==> config.mk <==
export PLATFORM = sky130hd
export DESIGN_NAME = cubic_bezier_point_evaluator
export DESIGN_NICKNAME = d
export VERILOG_FILES = /design/src/hdl/cbpe_pkg.sv /design/src/hdl/cubic_bezier_point_evaluator.sv
export VERILOG_INCLUDE_DIRS = /design/src /design/src/hdl
export SDC_FILE = /design/constraint.sdc
export NUM_CORES = 2
export LEC_CHECK = 0
export ABC_AREA = 0
export BUFFER_PORTS_ARGS = -buffer_cell sky130_fd_sc_hd__buf_2
export CORE_ASPECT_RATIO = 1.75
export CORE_MARGIN = 4
export CORE_UTILIZATION = 55
export CTS_BUF_LIST = sky130_fd_sc_hd__clkbuf_8
export CTS_CLUSTER_DIAMETER = 200
export CTS_CLUSTER_SIZE = 8
export DETAILED_ROUTE_END_ITERATION = 6
export PLACE_DENSITY = 0.79
export REMOVE_ABC_BUFFERS = 1
export SYNTH_ARGS = -nofsm -noshare
export SYNTH_HDL_FRONTEND = slang
export SYNTH_SLANG_ARGS = --single-unit
==> constraint.sdc <==
create_clock -name aclk -period 16.88 [get_ports aclk]
set_clock_uncertainty 0.05 [all_clocks]
set_input_delay 0.844 -clock aclk [delete_from_list [all_inputs] [get_ports aclk]]
set_output_delay 0.844 -clock aclk [all_outputs]
set_load 0.005 [all_outputs]
==> src/hdl/cubic_bezier_point_evaluator_assert.svh <==
// Assertion macros for the cubic Bezier point evaluator.
// Expects aclk and aresetn in the scope of the including module.
`ifndef CUBIC_BEZIER_POINT_EVALUATOR_ASSERT_SVH
`define CUBIC_BEZIER_POINT_EVALUATOR_ASSERT_SVH

// same-cycle implication
`define CBPE_ASSERT_NOW(label, ante, cons, msg) \
    label: assert property (@(posedge aclk) disable iff (!aresetn) (ante) |-> (cons)) \
        else $error(msg);

// next-cycle implication
`define CBPE_ASSERT_NEXT(label, ante, cons, msg) \
    label: assert property (@(posedge aclk) disable iff (!aresetn) (ante) |=> (cons)) \
        else $error(msg);

`endif

==> src/hdl/cbpe_pkg.sv <==
// Package for the cubic Bezier point evaluator: widths, register indexes,
// control word type and the microcode table. No dependencies.
`timescale 1ns / 1ps

package cbpe_pkg;

    // Curve resolution and coordinate format
    localparam int STEPS_LOG2 = 7;
    localparam int STEPS      = 1 << STEPS_LOG2;
    localparam int COORD_BITS = 16;
    localparam int NUM_POINTS = 4;
    localparam int NUM_COMPS  = 3;

    // Derived widths
    localparam int IDX_W  = 8;                      // sample_index port
    localparam int SAMP_W = STEPS_LOG2 + 1;         // holds 0..STEPS
    localparam int SQ_W   = 2 * STEPS_LOG2 + 1;     // s^2, u^2
    localparam int TRI_W  = SAMP_W + 2;             // 3s, 3u
    localparam int WGT_W  = 3 * STEPS_LOG2 + 1;     // Bernstein weights
    localparam int OPB_W  = COORD_BITS + 1;         // signed multiplier B side
    localparam int PROD_W = WGT_W + 1 + OPB_W;      // full product
    localparam int ACC_W  = WGT_W + COORD_BITS;     // accumulated sum
    localparam int FRAC_W = 3 * STEPS_LOG2;         // divide by STEPS^3
    localparam int SEG_W  = 8;
    localparam int TIME_W = 16;
    localparam int CFG_IDX_W  = 3;
    localparam int CFG_DATA_W = 3 * COORD_BITS;

    // Configuration register indexes
    localparam logic [CFG_IDX_W-1:0] CFG_POINT_ZERO     = 3'd0;
    localparam logic [CFG_IDX_W-1:0] CFG_POINT_ONE      = 3'd1;
    localparam logic [CFG_IDX_W-1:0] CFG_POINT_TWO      = 3'd2;
    localparam logic [CFG_IDX_W-1:0] CFG_POINT_THREE    = 3'd3;
    localparam logic [CFG_IDX_W-1:0] CFG_SEGMENT_NUMBER = 3'd4;

    // Microcode fields
    typedef enum logic [2:0] {
        A_ZERO, A_S, A_U, A_S2, A_U2, A_3S, A_3U, A_WGT
    } a_sel_t;

    typedef enum logic [2:0] {
        B_S, B_U, B_S2, B_U2, B_COORD
    } b_sel_t;

    typedef enum logic [3:0] {
        WB_NONE, WB_S2, WB_U2, WB_W0, WB_W1, WB_W2, WB_W3, WB_ACC_LOAD, WB_ACC_ADD
    } wb_t;

    typedef enum logic [1:0] {
        SEQ_NEXT, SEQ_LOOP, SEQ_END
    } seq_t;

    // One control word. wb acts on the product registered by the previous step.
    typedef struct packed {
        a_sel_t     a_sel;
        logic [1:0] pt;
        b_sel_t     b_sel;
        wb_t        wb;
        seq_t       seq;
    } ucode_t;

    localparam int PC_W = 4;
    localparam logic [PC_W-1:0] LOOP_TOP = 4'd7;
    localparam logic [PC_W-1:0] END_PC   = 4'd12;
    localparam logic [1:0]      COMP_LAST = 2'(NUM_COMPS - 1);

    // Program: weights first, then one multiply-accumulate loop per coordinate
    function automatic ucode_t ucode_rom(input logic [PC_W-1:0] pc);
        ucode_t uc;
        case (pc)
            4'd0:  uc = '{A_S,    2'd0, B_S,     WB_NONE,     SEQ_NEXT};
            4'd1:  uc = '{A_U,    2'd0, B_U,     WB_S2,       SEQ_NEXT};
            4'd2:  uc = '{A_S2,   2'd0, B_S,     WB_U2,       SEQ_NEXT};
            4'd3:  uc = '{A_U2,   2'd0, B_U,     WB_W3,       SEQ_NEXT};
            4'd4:  uc = '{A_3S,   2'd0, B_U2,    WB_W0,       SEQ_NEXT};
            4'd5:  uc = '{A_3U,   2'd0, B_S2,    WB_W1,       SEQ_NEXT};
            4'd6:  uc = '{A_ZERO, 2'd0, B_S,     WB_W2,       SEQ_NEXT};
            4'd7:  uc = '{A_WGT,  2'd0, B_COORD, WB_NONE,     SEQ_NEXT};
            4'd8:  uc = '{A_WGT,  2'd1, B_COORD, WB_ACC_LOAD, SEQ_NEXT};
            4'd9:  uc = '{A_WGT,  2'd2, B_COORD, WB_ACC_ADD,  SEQ_NEXT};
            4'd10: uc = '{A_WGT,  2'd3, B_COORD, WB_ACC_ADD,  SEQ_NEXT};
            4'd11: uc = '{A_ZERO, 2'd0, B_S,     WB_ACC_ADD,  SEQ_LOOP};
            4'd12: uc = '{A_ZERO, 2'd0, B_S,     WB_NONE,     SEQ_END};
            default: uc = '{A_ZERO, 2'd0, B_S,   WB_NONE,     SEQ_END};
        endcase
        return uc;
    endfunction

endpackage

==> src/hdl/cubic_bezier_point_evaluator.sv <==
// Cubic Bezier point evaluator: microcoded sequencer over one shared multiplier.
// Depends on cbpe_pkg and cubic_bezier_point_evaluator_assert.svh.
`timescale 1ns / 1ps
//
//  channel | handshake              | payload
//  --------+------------------------+---------------------------------------------
//  s_      | s_valid / s_ready      | s_sample_index, s_clear_highest
//  m_      | m_valid / m_ready      | m_point_x/y/z, m_is_new_highest,
//          |                        | m_highest_y, m_highest_time
//  cfg_    | cfg_valid / cfg_ready  | cfg_index, cfg_data
//
//  An input beat is accepted while idle and then runs 23 sequencer steps:
//  7 steps build the four weights and 3 x 5 steps run the multiply-accumulate loop,
//  all through the single 23x17 multiplier, then one step rounds and updates the
//  tracker. s_ready is high only between items; the result register lets the next
//  item start while a result waits. A stalled m_ side holds the final step.
//  Synchronous active-low reset clears control, config and the tracker.

module cubic_bezier_point_evaluator (
    input  logic                              aclk,
    input  logic                              aresetn,
    // input beats
    input  logic                              s_valid,
    output logic                              s_ready,
    input  logic [cbpe_pkg::IDX_W-1:0]        s_sample_index,
    input  logic                              s_clear_highest,
    // result beats
    output logic                              m_valid,
    input  logic                              m_ready,
    output logic signed [cbpe_pkg::COORD_BITS-1:0] m_point_x,
    output logic signed [cbpe_pkg::COORD_BITS-1:0] m_point_y,
    output logic signed [cbpe_pkg::COORD_BITS-1:0] m_point_z,
    output logic                              m_is_new_highest,
    output logic signed [cbpe_pkg::COORD_BITS-1:0] m_highest_y,
    output logic [cbpe_pkg::TIME_W-1:0]       m_highest_time,
    // configuration writes
    input  logic                              cfg_valid,
    output logic                              cfg_ready,
    input  logic [cbpe_pkg::CFG_IDX_W-1:0]    cfg_index,
    input  logic [cbpe_pkg::CFG_DATA_W-1:0]   cfg_data
);
    import cbpe_pkg::*;

`include "cubic_bezier_point_evaluator_assert.svh"

    typedef enum logic {ST_IDLE, ST_RUN} seq_state_t;

    localparam logic signed [ACC_W-1:0] ROUND_BIAS = ACC_W'(1) <<< (FRAC_W - 1);
    localparam logic signed [COORD_BITS-1:0] COORD_MIN = {1'b1, {(COORD_BITS-1){1'b0}}};
    localparam logic signed [COORD_BITS-1:0] COORD_MAX = {1'b0, {(COORD_BITS-1){1'b1}}};

    // Sequencer and datapath registers
    seq_state_t                state_reg;
    logic [PC_W-1:0]           pc_reg;
    logic [1:0]                comp_reg;
    logic [SAMP_W-1:0]         s_reg;
    logic [SAMP_W-1:0]         u_reg;
    logic                      clr_reg;
    logic [SQ_W-1:0]           s2_reg;
    logic [SQ_W-1:0]           u2_reg;
    logic [WGT_W-1:0]          w_reg [NUM_POINTS];
    logic signed [ACC_W-1:0]   prod_reg;
    logic signed [ACC_W-1:0]   acc_reg [NUM_COMPS];

    // Configuration
    logic [CFG_DATA_W-1:0]     point_reg [NUM_POINTS];
    logic [SEG_W-1:0]          seg_reg;

    // Tracker (only height and time are observable)
    logic signed [COORD_BITS-1:0] high_y_reg;
    logic [TIME_W-1:0]            high_time_reg;

    // Result register
    logic                         m_valid_reg;
    logic signed [COORD_BITS-1:0] m_point_reg [NUM_COMPS];
    logic                         m_new_reg;
    logic signed [COORD_BITS-1:0] m_high_y_reg;
    logic [TIME_W-1:0]            m_high_time_reg;

    ucode_t                    uc;
    logic [WGT_W-1:0]          op_a;
    logic signed [OPB_W-1:0]   op_b;
    logic signed [PROD_W-1:0]  prod_full;
    logic [TRI_W-1:0]          tri_s;
    logic [TRI_W-1:0]          tri_u;
    logic [COORD_BITS-1:0]     coord_bits;
    logic [SAMP_W-1:0]         s_clamped;
    logic signed [COORD_BITS-1:0] res [NUM_COMPS];
    logic signed [COORD_BITS-1:0] base_y;
    logic [TIME_W-1:0]         base_time;
    logic [TIME_W-1:0]         cur_time;
    logic                      is_new;
    logic                      fin_go;

    assign uc        = ucode_rom(pc_reg);
    assign s_ready   = (state_reg == ST_IDLE);
    assign cfg_ready = 1'b1;

    // Clamp the sample index to t = 1
    assign s_clamped = (s_sample_index > IDX_W'(STEPS)) ? SAMP_W'(STEPS)
                                                       : SAMP_W'(s_sample_index);

    // Multiplier operand selection
    assign tri_s      = (TRI_W'(s_reg) << 1) + TRI_W'(s_reg);
    assign tri_u      = (TRI_W'(u_reg) << 1) + TRI_W'(u_reg);
    assign coord_bits = point_reg[uc.pt][comp_reg*COORD_BITS +: COORD_BITS];

    always_comb begin
        case (uc.a_sel)
            A_S:     op_a = WGT_W'(s_reg);
            A_U:     op_a = WGT_W'(u_reg);
            A_S2:    op_a = WGT_W'(s2_reg);
            A_U2:    op_a = WGT_W'(u2_reg);
            A_3S:    op_a = WGT_W'(tri_s);
            A_3U:    op_a = WGT_W'(tri_u);
            A_WGT:   op_a = w_reg[uc.pt];
            default: op_a = '0;
        endcase
    end

    always_comb begin
        case (uc.b_sel)
            B_U:     op_b = signed'(OPB_W'(u_reg));
            B_S2:    op_b = signed'(OPB_W'(s2_reg));
            B_U2:    op_b = signed'(OPB_W'(u2_reg));
            B_COORD: op_b = signed'({coord_bits[COORD_BITS-1], coord_bits});
            default: op_b = signed'(OPB_W'(s_reg));
        endcase
    end

    assign prod_full = signed'({1'b0, op_a}) * op_b;

    // Round (bias already in the sum), floor shift, saturate
    always_comb begin
        logic signed [ACC_W-1:0]  shifted;
        logic signed [COORD_BITS:0] q;
        for (int c = 0; c < NUM_COMPS; c++) begin
            shifted = acc_reg[c] >>> FRAC_W;
            q       = shifted[COORD_BITS:0];
            if (q[COORD_BITS] != q[COORD_BITS-1]) begin
                res[c] = q[COORD_BITS] ? COORD_MIN : COORD_MAX;
            end else begin
                res[c] = q[COORD_BITS-1:0];
            end
        end
    end

    // Tracker compare against the (optionally cleared) stored height
    assign base_y    = clr_reg ? COORD_MIN : high_y_reg;
    assign base_time = clr_reg ? '0 : high_time_reg;
    assign cur_time  = (TIME_W'(seg_reg) << STEPS_LOG2) + TIME_W'(s_reg);
    assign is_new    = (res[1] > base_y);
    assign fin_go    = (state_reg == ST_RUN) && (uc.seq == SEQ_END)
                       && (!m_valid_reg || m_ready);

    // Configuration writes
    always_ff @(posedge aclk) begin
        if (!aresetn) begin
            for (int i = 0; i < NUM_POINTS; i++) begin
                point_reg[i] <= '0;
            end
            seg_reg <= '0;
        end else if (cfg_valid && cfg_ready) begin
            unique case (cfg_index) inside
                CFG_POINT_ZERO, CFG_POINT_ONE, CFG_POINT_TWO, CFG_POINT_THREE: begin
                    point_reg[cfg_index[1:0]] <= cfg_data;
                end
                CFG_SEGMENT_NUMBER: begin
                    seg_reg <= cfg_data[SEG_W-1:0];
                end
                default: ;
            endcase
        end
    end

    // Datapath: product register and writeback of the previous product
    always_ff @(posedge aclk) begin
        prod_reg <= prod_full[ACC_W-1:0];
        if (state_reg == ST_RUN) begin
            case (uc.wb)
                WB_S2:       s2_reg <= prod_reg[SQ_W-1:0];
                WB_U2:       u2_reg <= prod_reg[SQ_W-1:0];
                WB_W0:       w_reg[0] <= prod_reg[WGT_W-1:0];
                WB_W1:       w_reg[1] <= prod_reg[WGT_W-1:0];
                WB_W2:       w_reg[2] <= prod_reg[WGT_W-1:0];
                WB_W3:       w_reg[3] <= prod_reg[WGT_W-1:0];
                WB_ACC_LOAD: acc_reg[comp_reg] <= prod_reg + ROUND_BIAS;
                WB_ACC_ADD:  acc_reg[comp_reg] <= acc_reg[comp_reg] + prod_reg;
                default: ;
            endcase
        end
    end

    // Sequencer, tracker and result register
    always_ff @(posedge aclk) begin
        if (!aresetn) begin
            state_reg     <= ST_IDLE;
            pc_reg        <= '0;
            comp_reg      <= '0;
            clr_reg       <= 1'b0;
            high_y_reg    <= COORD_MIN;
            high_time_reg <= '0;
            m_valid_reg   <= 1'b0;
        end else begin
            // a new result in the same cycle keeps valid up
            if (m_valid_reg && m_ready && !fin_go) begin
                m_valid_reg <= 1'b0;
            end
            unique case (state_reg)
                ST_IDLE: begin
                    if (s_valid) begin
                        state_reg <= ST_RUN;
                        pc_reg    <= '0;
                        comp_reg  <= '0;
                        s_reg     <= s_clamped;
                        u_reg     <= SAMP_W'(STEPS) - s_clamped;
                        clr_reg   <= s_clear_highest;
                    end
                end
                ST_RUN: begin
                    unique case (uc.seq)
                        SEQ_NEXT: pc_reg <= pc_reg + 1'b1;
                        SEQ_LOOP: begin
                            if (comp_reg != COMP_LAST) begin
                                comp_reg <= comp_reg + 1'b1;
                                pc_reg   <= LOOP_TOP;
                            end else begin
                                pc_reg <= pc_reg + 1'b1;
                            end
                        end
                        SEQ_END: begin
                            if (fin_go) begin
                                state_reg       <= ST_IDLE;
                                high_y_reg      <= is_new ? res[1] : base_y;
                                high_time_reg   <= is_new ? cur_time : base_time;
                                m_valid_reg     <= 1'b1;
                                m_point_reg     <= res;
                                m_new_reg       <= is_new;
                                m_high_y_reg    <= is_new ? res[1] : base_y;
                                m_high_time_reg <= is_new ? cur_time : base_time;
                            end
                        end
                        default: pc_reg <= pc_reg;
                    endcase
                end
                default: state_reg <= ST_IDLE;
            endcase
        end
    end

    assign m_valid          = m_valid_reg;
    assign m_point_x        = m_point_reg[0];
    assign m_point_y        = m_point_reg[1];
    assign m_point_z        = m_point_reg[2];
    assign m_is_new_highest = m_new_reg;
    assign m_highest_y      = m_high_y_reg;
    assign m_highest_time   = m_high_time_reg;

    // Checks
    `CBPE_ASSERT_NEXT(a_start_at_top, s_valid && s_ready, (state_reg == ST_RUN) && (pc_reg == '0) && (comp_reg == '0), "item did not start at step zero")
    `CBPE_ASSERT_NOW(a_comp_range, state_reg == ST_RUN, comp_reg <= COMP_LAST, "coordinate counter out of range")
    `CBPE_ASSERT_NEXT(a_loop_exit, (state_reg == ST_RUN) && (uc.seq == SEQ_LOOP) && (comp_reg == COMP_LAST), pc_reg == END_PC, "loop did not exit to final step")
    `CBPE_ASSERT_NOW(a_new_high_shown, m_valid && m_is_new_highest, m_highest_y == m_point_y, "new highest does not match point y")

endmodule
# Word-level counts from Yosys, hierarchy flattened
# Memories as Yosys holds them, arrays and structs flattened. A register that Yosys moved wholly into a read port is not among the register bits.
# Index checks and enable logic that the tools add are counted.
[totals] reg_bits=214 in_bits=65 wordCells=162 output_inout_bits=84 ram_bits=394 rom_bits=224 mem_count=4
[classes] n_addsub=8 shift=1 n_reduce_logical=23 n_eq_ne=33 n_bitwise=2 n_mul=1 n_lt_le_gt_ge=2 muxes=69
[mem_list] name="(no name shown)" depth=16 word_bits=14 read_ports=1 rd_ports_with_merged_regs=1 wr=0 line="cbpe_pkg.sv:70" source="case (pc)"
[mem_list] name="point_reg" depth=4 word_bits=48 read_ports=1 rd_ports_with_merged_regs=0 wr=4 line="cubic_bezier_point_evaluator.sv:66" source="logic [CFG_DATA_W-1:0] point_reg [NUM_POINTS];"
[mem_list] name="acc_reg" depth=3 word_bits=38 read_ports=4 rd_ports_with_merged_regs=1 wr=1 line="cubic_bezier_point_evaluator.sv:63" source="logic signed [ACC_W-1:0] acc_reg [NUM_COMPS];"
[mem_list] name="w_reg" depth=4 word_bits=22 read_ports=1 rd_ports_with_merged_regs=0 wr=1 line="cubic_bezier_point_evaluator.sv:61" source="logic [WGT_W-1:0] w_reg [NUM_POINTS];"
[ops] op="two-way mux 16 bit" n=10
[ops] op="one-hot mux 22 bit (7 select lines)" n=1
[ops] op="one-hot mux 17 bit (4 select lines)" n=1
[ops] op="two-way mux 22 bit" n=3
[ops] op="OR reduction 22 bit" n=3
[ops] op="two-way mux 48 bit" n=1
[ops] op="OR reduction 48 bit" n=1
[ops] op="variable part select 48 x 7 -> 16 bit" n=1
[ops] op="adder 38 x 22 -> 38 bit (second input constant)" n=1
[ops] op="adder 38 bit" n=1
[ops] op="multiplier 23 x 17 -> 38 bit" n=1
[ops] op="two-way mux 38 bit" n=1
[ops] op="two-way mux 1 bit" n=34
[ops] op="adder 9 x 8 -> 10 bit" n=2
[ops] op="== test 3 x 2 -> 1 bit (second input constant)" n=6
[ops] op="== test 3 bit (second input constant)" n=6
[ops] op="two-way mux 2 bit" n=9
[ops] op="adder 15 x 8 -> 16 bit" n=1
[ops] op="== test 4 x 3 -> 1 bit (second input constant)" n=4
[ops] op="> comparator 16 bit" n=1
[ops] op="two-way mux 4 bit" n=4
[ops] op="one-hot mux 4 bit (2 select lines)" n=2
[ops] op="AND reduction 2 bit" n=5
[ops] op="== test 3 x 1 -> 1 bit (second input constant)" n=3
[ops] op="other kinds (26)" n=37

# Depth between registers and ports, before layout
[logic_depth] depth_word=9 mapped_depth=36

# Least setup slack after synthesis
# No wires, ideal clock.
[synth_timing] path_kind="register -> register" start="register s_reg[1]" end="register prod_reg[37]" path_stages_with_launch=34 t_arrival_ns=8.093 required_ns=16.751 setup_slack_ns=8.658 synth_period_minus_slack_ns=8.222 cell_sequence="edfxtp_1 ha_1 a21o_1 a21o_1 a21o_1 a21o_1 a21oi_1 o21bai_1 xor2_1 mux4_2 a21oi_2 buf_2 nor2_1 fa_1 inv_1 fa_1 inv_1 fa_1 fa_1 fa_1 inv_1 fa_1 inv_1 ha_1 a21o_1 a21o_1 a21oi_1 o211ai_1 o31ai_1 nor3_1 a211oi_2 o211ai_1 a311o_1 o211ai_1"
[synth_via] elab_chain_len=3 elab_cells_between_ends=4 cone_classes="add/sub: 1; mul: 1; mux: 2"
[synth_lines] element="start: declaration" line="cubic_bezier_point_evaluator.sv:56" source="logic [SAMP_W-1:0] s_reg;"
[synth_lines] element="start signal: assignment" line="cubic_bezier_point_evaluator.sv:215" source="s_reg <= s_clamped;"
[synth_lines] element="adder 9 x 8 -> 10 bit" line="cubic_bezier_point_evaluator.sv:104" source="assign tri_s = (TRI_W'(s_reg) << 1) + TRI_W'(s_reg);"
[synth_lines] element="one-hot mux 22 bit (7 select lines)" line="cubic_bezier_point_evaluator.sv:109" source="case (uc.a_sel)"
[synth_lines] element="multiplier 23 x 17 -> 38 bit *" line="cubic_bezier_point_evaluator.sv:131" source="assign prod_full = signed'({1'b0, op_a}) * op_b;"
[synth_lines] element="net prod_full[37]" line="cubic_bezier_point_evaluator.sv:83" source="logic signed [PROD_W-1:0] prod_full;"
[synth_lines] element="end signal: assignment" line="cubic_bezier_point_evaluator.sv:178" source="prod_reg <= prod_full[ACC_W-1:0];"
[synth_lines] element="end: declaration" line="cubic_bezier_point_evaluator.sv:62" source="logic signed [ACC_W-1:0] prod_reg;"
# Mark *: on every way through the listed nets, which the timed path passes. The rest lies on a longest branch.
# A chain may end at the register's enable or synchronous reset.

# Final worst setup path
[layout_timing] start="register, netlist name uc[9]" end="register prod_reg[37]"
[layout_via] elab_chain_len=4 elab_cells_between_ends=6 cone_classes="mul: 1; shift: 1; mux: 2; memory: 2"
[layout_lines] element="memory read (4 x 48 bit)"
[layout_lines] element="variable part select 48 x 7 -> 16 bit" line="cubic_bezier_point_evaluator.sv:106" source="assign coord_bits = point_reg[uc.pt][comp_reg*COORD_BITS +: COORD_BITS];"
[layout_lines] element="one-hot mux 17 bit (4 select lines)" line="cubic_bezier_point_evaluator.sv:122" source="case (uc.b_sel)"
[layout_lines] element="multiplier 23 x 17 -> 38 bit *" line="cubic_bezier_point_evaluator.sv:131"
[layout_lines] element="net prod_full[37]" line="cubic_bezier_point_evaluator.sv:83"
# Marked as above.

==> key figures <==
Die
  • Chip width: between 200 and 250 um
  • Full die area: 81,200 sq um
  • Initial Util: 55.7%
  • Io pins: around 150
  • Core footprint: about 76,000 sq um
  • Row count: about 130
  • Die Ht: around 370 um

Drt
  • Post-route ant nets: 0
  • TritonRoute pass-1 iters: 7
  • WL final: around 110,000 um
  • Number of vias in the routed layout: 28,900
  • Vias per inst: ~6
  • DR WL/cell: between 20 and 25 um
  • Residual DRC: 0
  • Drt initial violations: 2,018

Setup path
  • Critical Path Fanout Max: 47
  • Critical Path AT: a little over 10 ns
  • Most used cell, CP: fa_1
  • Slowest stage cell on the critical path: clkinv_1
  • CP Class: reg -> reg
  • Startpoint types: flip-flop
  • Crit. End Element: flip-flop
  • Data required time at the worst endpoint: 17.43 ns
  • Crit-path max cell delay: approximately 1.0 ns

Power
  • Clock power frac: between 20% and 30%
  • Internal power: approximately 2.7 mW
  • Seq pwr share: roughly 51%
  • Worst vdd ir: ~0.000090 V
  • Combinational share of power: 20.2%
  • Sw Share: a little over 30%
  • Leakage: about 20 nW
  • P_sw: approximately 1.2 mW
  • Power Dens Cells: between 80 and 90 nW/um^2
  • Tot Pwr: 3.87 mW

Synthesis
  • Asr flop ratio synth: 0%
  • Sequential area share after synthesis: 44.7%
  • Most common flop cell mapped by yosys: edfxtp_1
  • Yosys cell types: 74
  • Yosys Warn Count: 0
  • Post-synthesis register bit count: about 660
  • Post-synth EDFFs: ~560
  • Syn avg cell area: ~11 sq um
  • Mapped Cells: approximately 3,700
  • Synthesized area: about 42,000 sq um

Global routing
  • Congestion Overflow GR: 0
  • Met1 track demand over resource: between 20% and 30%
  • Largest net degree at the start of global routing: 73
  • Top Usage Layer GRT: met2
  • Grt met3 use: 3.71%
  • Initial antenna violation count: 1
  • Met2 GRT Util: 49.9%
  • Vias in the first global route: roughly 31,000
  • First-pass GRT wire length: between 150,000 and 200,000 um
  • Global Route Usage Sum: roughly 27%

Job
  • Max-Cap Viols: 0

Placed design
  • Placed cell count: roughly 4,800
  • Post-DP Area: between 40,000 and 50,000 sq um
  • Detail Placement HPWL: between 70,000 and 80,000 um
  • Place WS: about 7.4 ns
  • GP Congestion: about 0.96
  • Port-buffer cells: between 100 and 150

Clocking
  • Longest Clk Path Bufs: 3
  • Post CTS Setup Buffer Count: 0
  • Clk pin slew, worst setup/hold paths: 0.07 ns
  • CTS Buf Count: just over 90
  • Hold_buf cts: 0
  • CTS tree: built
  • # clock sinks: 661
  • Clock Tree Root: clkbuf_8
  • PostCTS Resize Cnt: 0
  • CTS H-tree depth: 3
  • Clock Latency Late Sink: 0.73 ns

Timing
  • Setup_tns: 0 ns
  • Worst hold margin: 0.342 ns
  • Relative slew slack: 23.1%
  • Fmax: approximately 100 MHz
  • Final hold violations: 0
  • Setup violators final: 0
  • Tcrit/Tclk final: ~56%
  • Min Tclk post-route: around 9.5 ns
  • RSZ-0062 raised after global routing: no
  • Max Slew Vio Count: 0
  • Slew @ Worst Pin: roughly 1.2 ns
  • Final worst slack: ~7.3 ns

Final layout
  • Number of flip-flops under the largest register name: around 190
  • Final net count: about 4,400
  • Area grow syn2layout: 8.61%
  • Fillers: ~6,000
  • Final core occ: 60.5%
  • Layout Cells excl Fill: ~5,000
  • Share of layout cells above drive strength 1: 12.9%
  • Fin area: about 46,000 sq um
  • Register Area: ~19,000 sq um
  • Multi-input gate area: between 20,000 and 25,000 sq um

Hold path
  • Min-Delay Path Class: in -> reg

Run status
  • Status: finished, final reports clean
[worst paths after layout]
check                                  from            to  slack (ns)  cells past startpoint
worst max-delay path                  uc[9]  prod_reg[37]        7.35                     26
worst min-delay path            cfg_data[1]    seg_reg[1]        0.34                      3
worst max register to register        uc[9]  prod_reg[37]        7.35                     26
worst min register to register   seg_reg[0]    seg_reg[0]        0.41                      2
[power groups by stage]
stage,Sequential [mW],Combinational (mW),Clock (mW)
detailed placement,1.99,0.763,0
global placement,1.98,0.751,0
floorplan,1.95,0.543,0
CTS,1.95,0.774,1.14
global route,1.96,0.869,1.22
finish,1.96,0.782,1.13
[synthesized netlist by cell type (18+ instances only)]
master	n	share of area, %
edfxtp_1	558	40
inv_1	507	4.5
nor2_1	441	3.9
nand2_1	345	3.1
fa_1	302	14
ha_1	215	6.4
clkbuf_1	134	1.2
o21ai_0	111	1.3
a21oi_1	106	1.3
mux4_2	105	5.6
dfxtp_1	103	4.9
a21o_1	80	1.4
nand2b_1	64	0.95
xnor2_1	59	1.2
nand3_1	52	0.62
xor2_1	45	0.94
mux2i_1	42	1.0
o211ai_1	37	0.66
a22o_1	34	0.71
nor3_1	27	0.32
or2_2	26	0.39
or3_1	22	0.33
buf_2	20	0.24
nor2b_1	20	0.30
nand3b_1	19	0.34
and3_1	18	0.27
[final cells by class]
class                      count  area share, %
sequential                   661           41.2
multi-input combinational   2359           45.5
tap                         1012           2.77
clock inverter                80          0.783
antenna                        2         0.0110
inverter                     510           4.19
timing repair buffer         218           2.78
clock buffer                  93           2.80
[worst max-delay path: cells and delay by family, from the launching register on]
| family | cells | cell delay, ns |
|---|---|---|
| adders and majority gates | 7 | 3.27 |
| AOI/OAI and AO/OA | 9 | 2.54 |
| buffers and inverters | 4 | 1.31 |
| DFF | 1 | 0.96 |
| and+or+nand+nor | 5 | 0.87 |
| muxes | 1 | 0.36 |
[cells by family after synthesis]
kind of cell | Yosys count | synth area share (%)
flops | 661 | 44.7
other cells | 1 | 0.00891
compound gates | 502 | 8.04
xor+xnor | 104 | 2.17
buf+inv | 676 | 6.13
simple gates | 1075 | 11.2
fa+ha+maj | 517 | 20.8
mux | 160 | 6.97
[placed cells by master, fill, tap and decap left out, types with 52 or more instances in the layout]
master / count
inv_1: 580
edfxtp_1: 558
nor2_1: 437
nand2_1: 343
fa_1: 302
ha_1: 215
buf_2: 147
o21ai_0: 106
a21oi_1: 105
mux4_2: 105
dfxtp_1: 99
clkbuf_8: 93
a21o_1: 80
buf_4: 71
nand2b_1: 62
xnor2_1: 59
nand3_1: 52
[layer usage]
metal | up-vias | share of wire [%]
met5 | - | 0
met4 | 0 | 6.3
met3 | 347 | 6.3
met2 | 1267 | 54
met1 | 14400 | 33
li1 | 12900 | -
(Power assumes the default switching activity.)
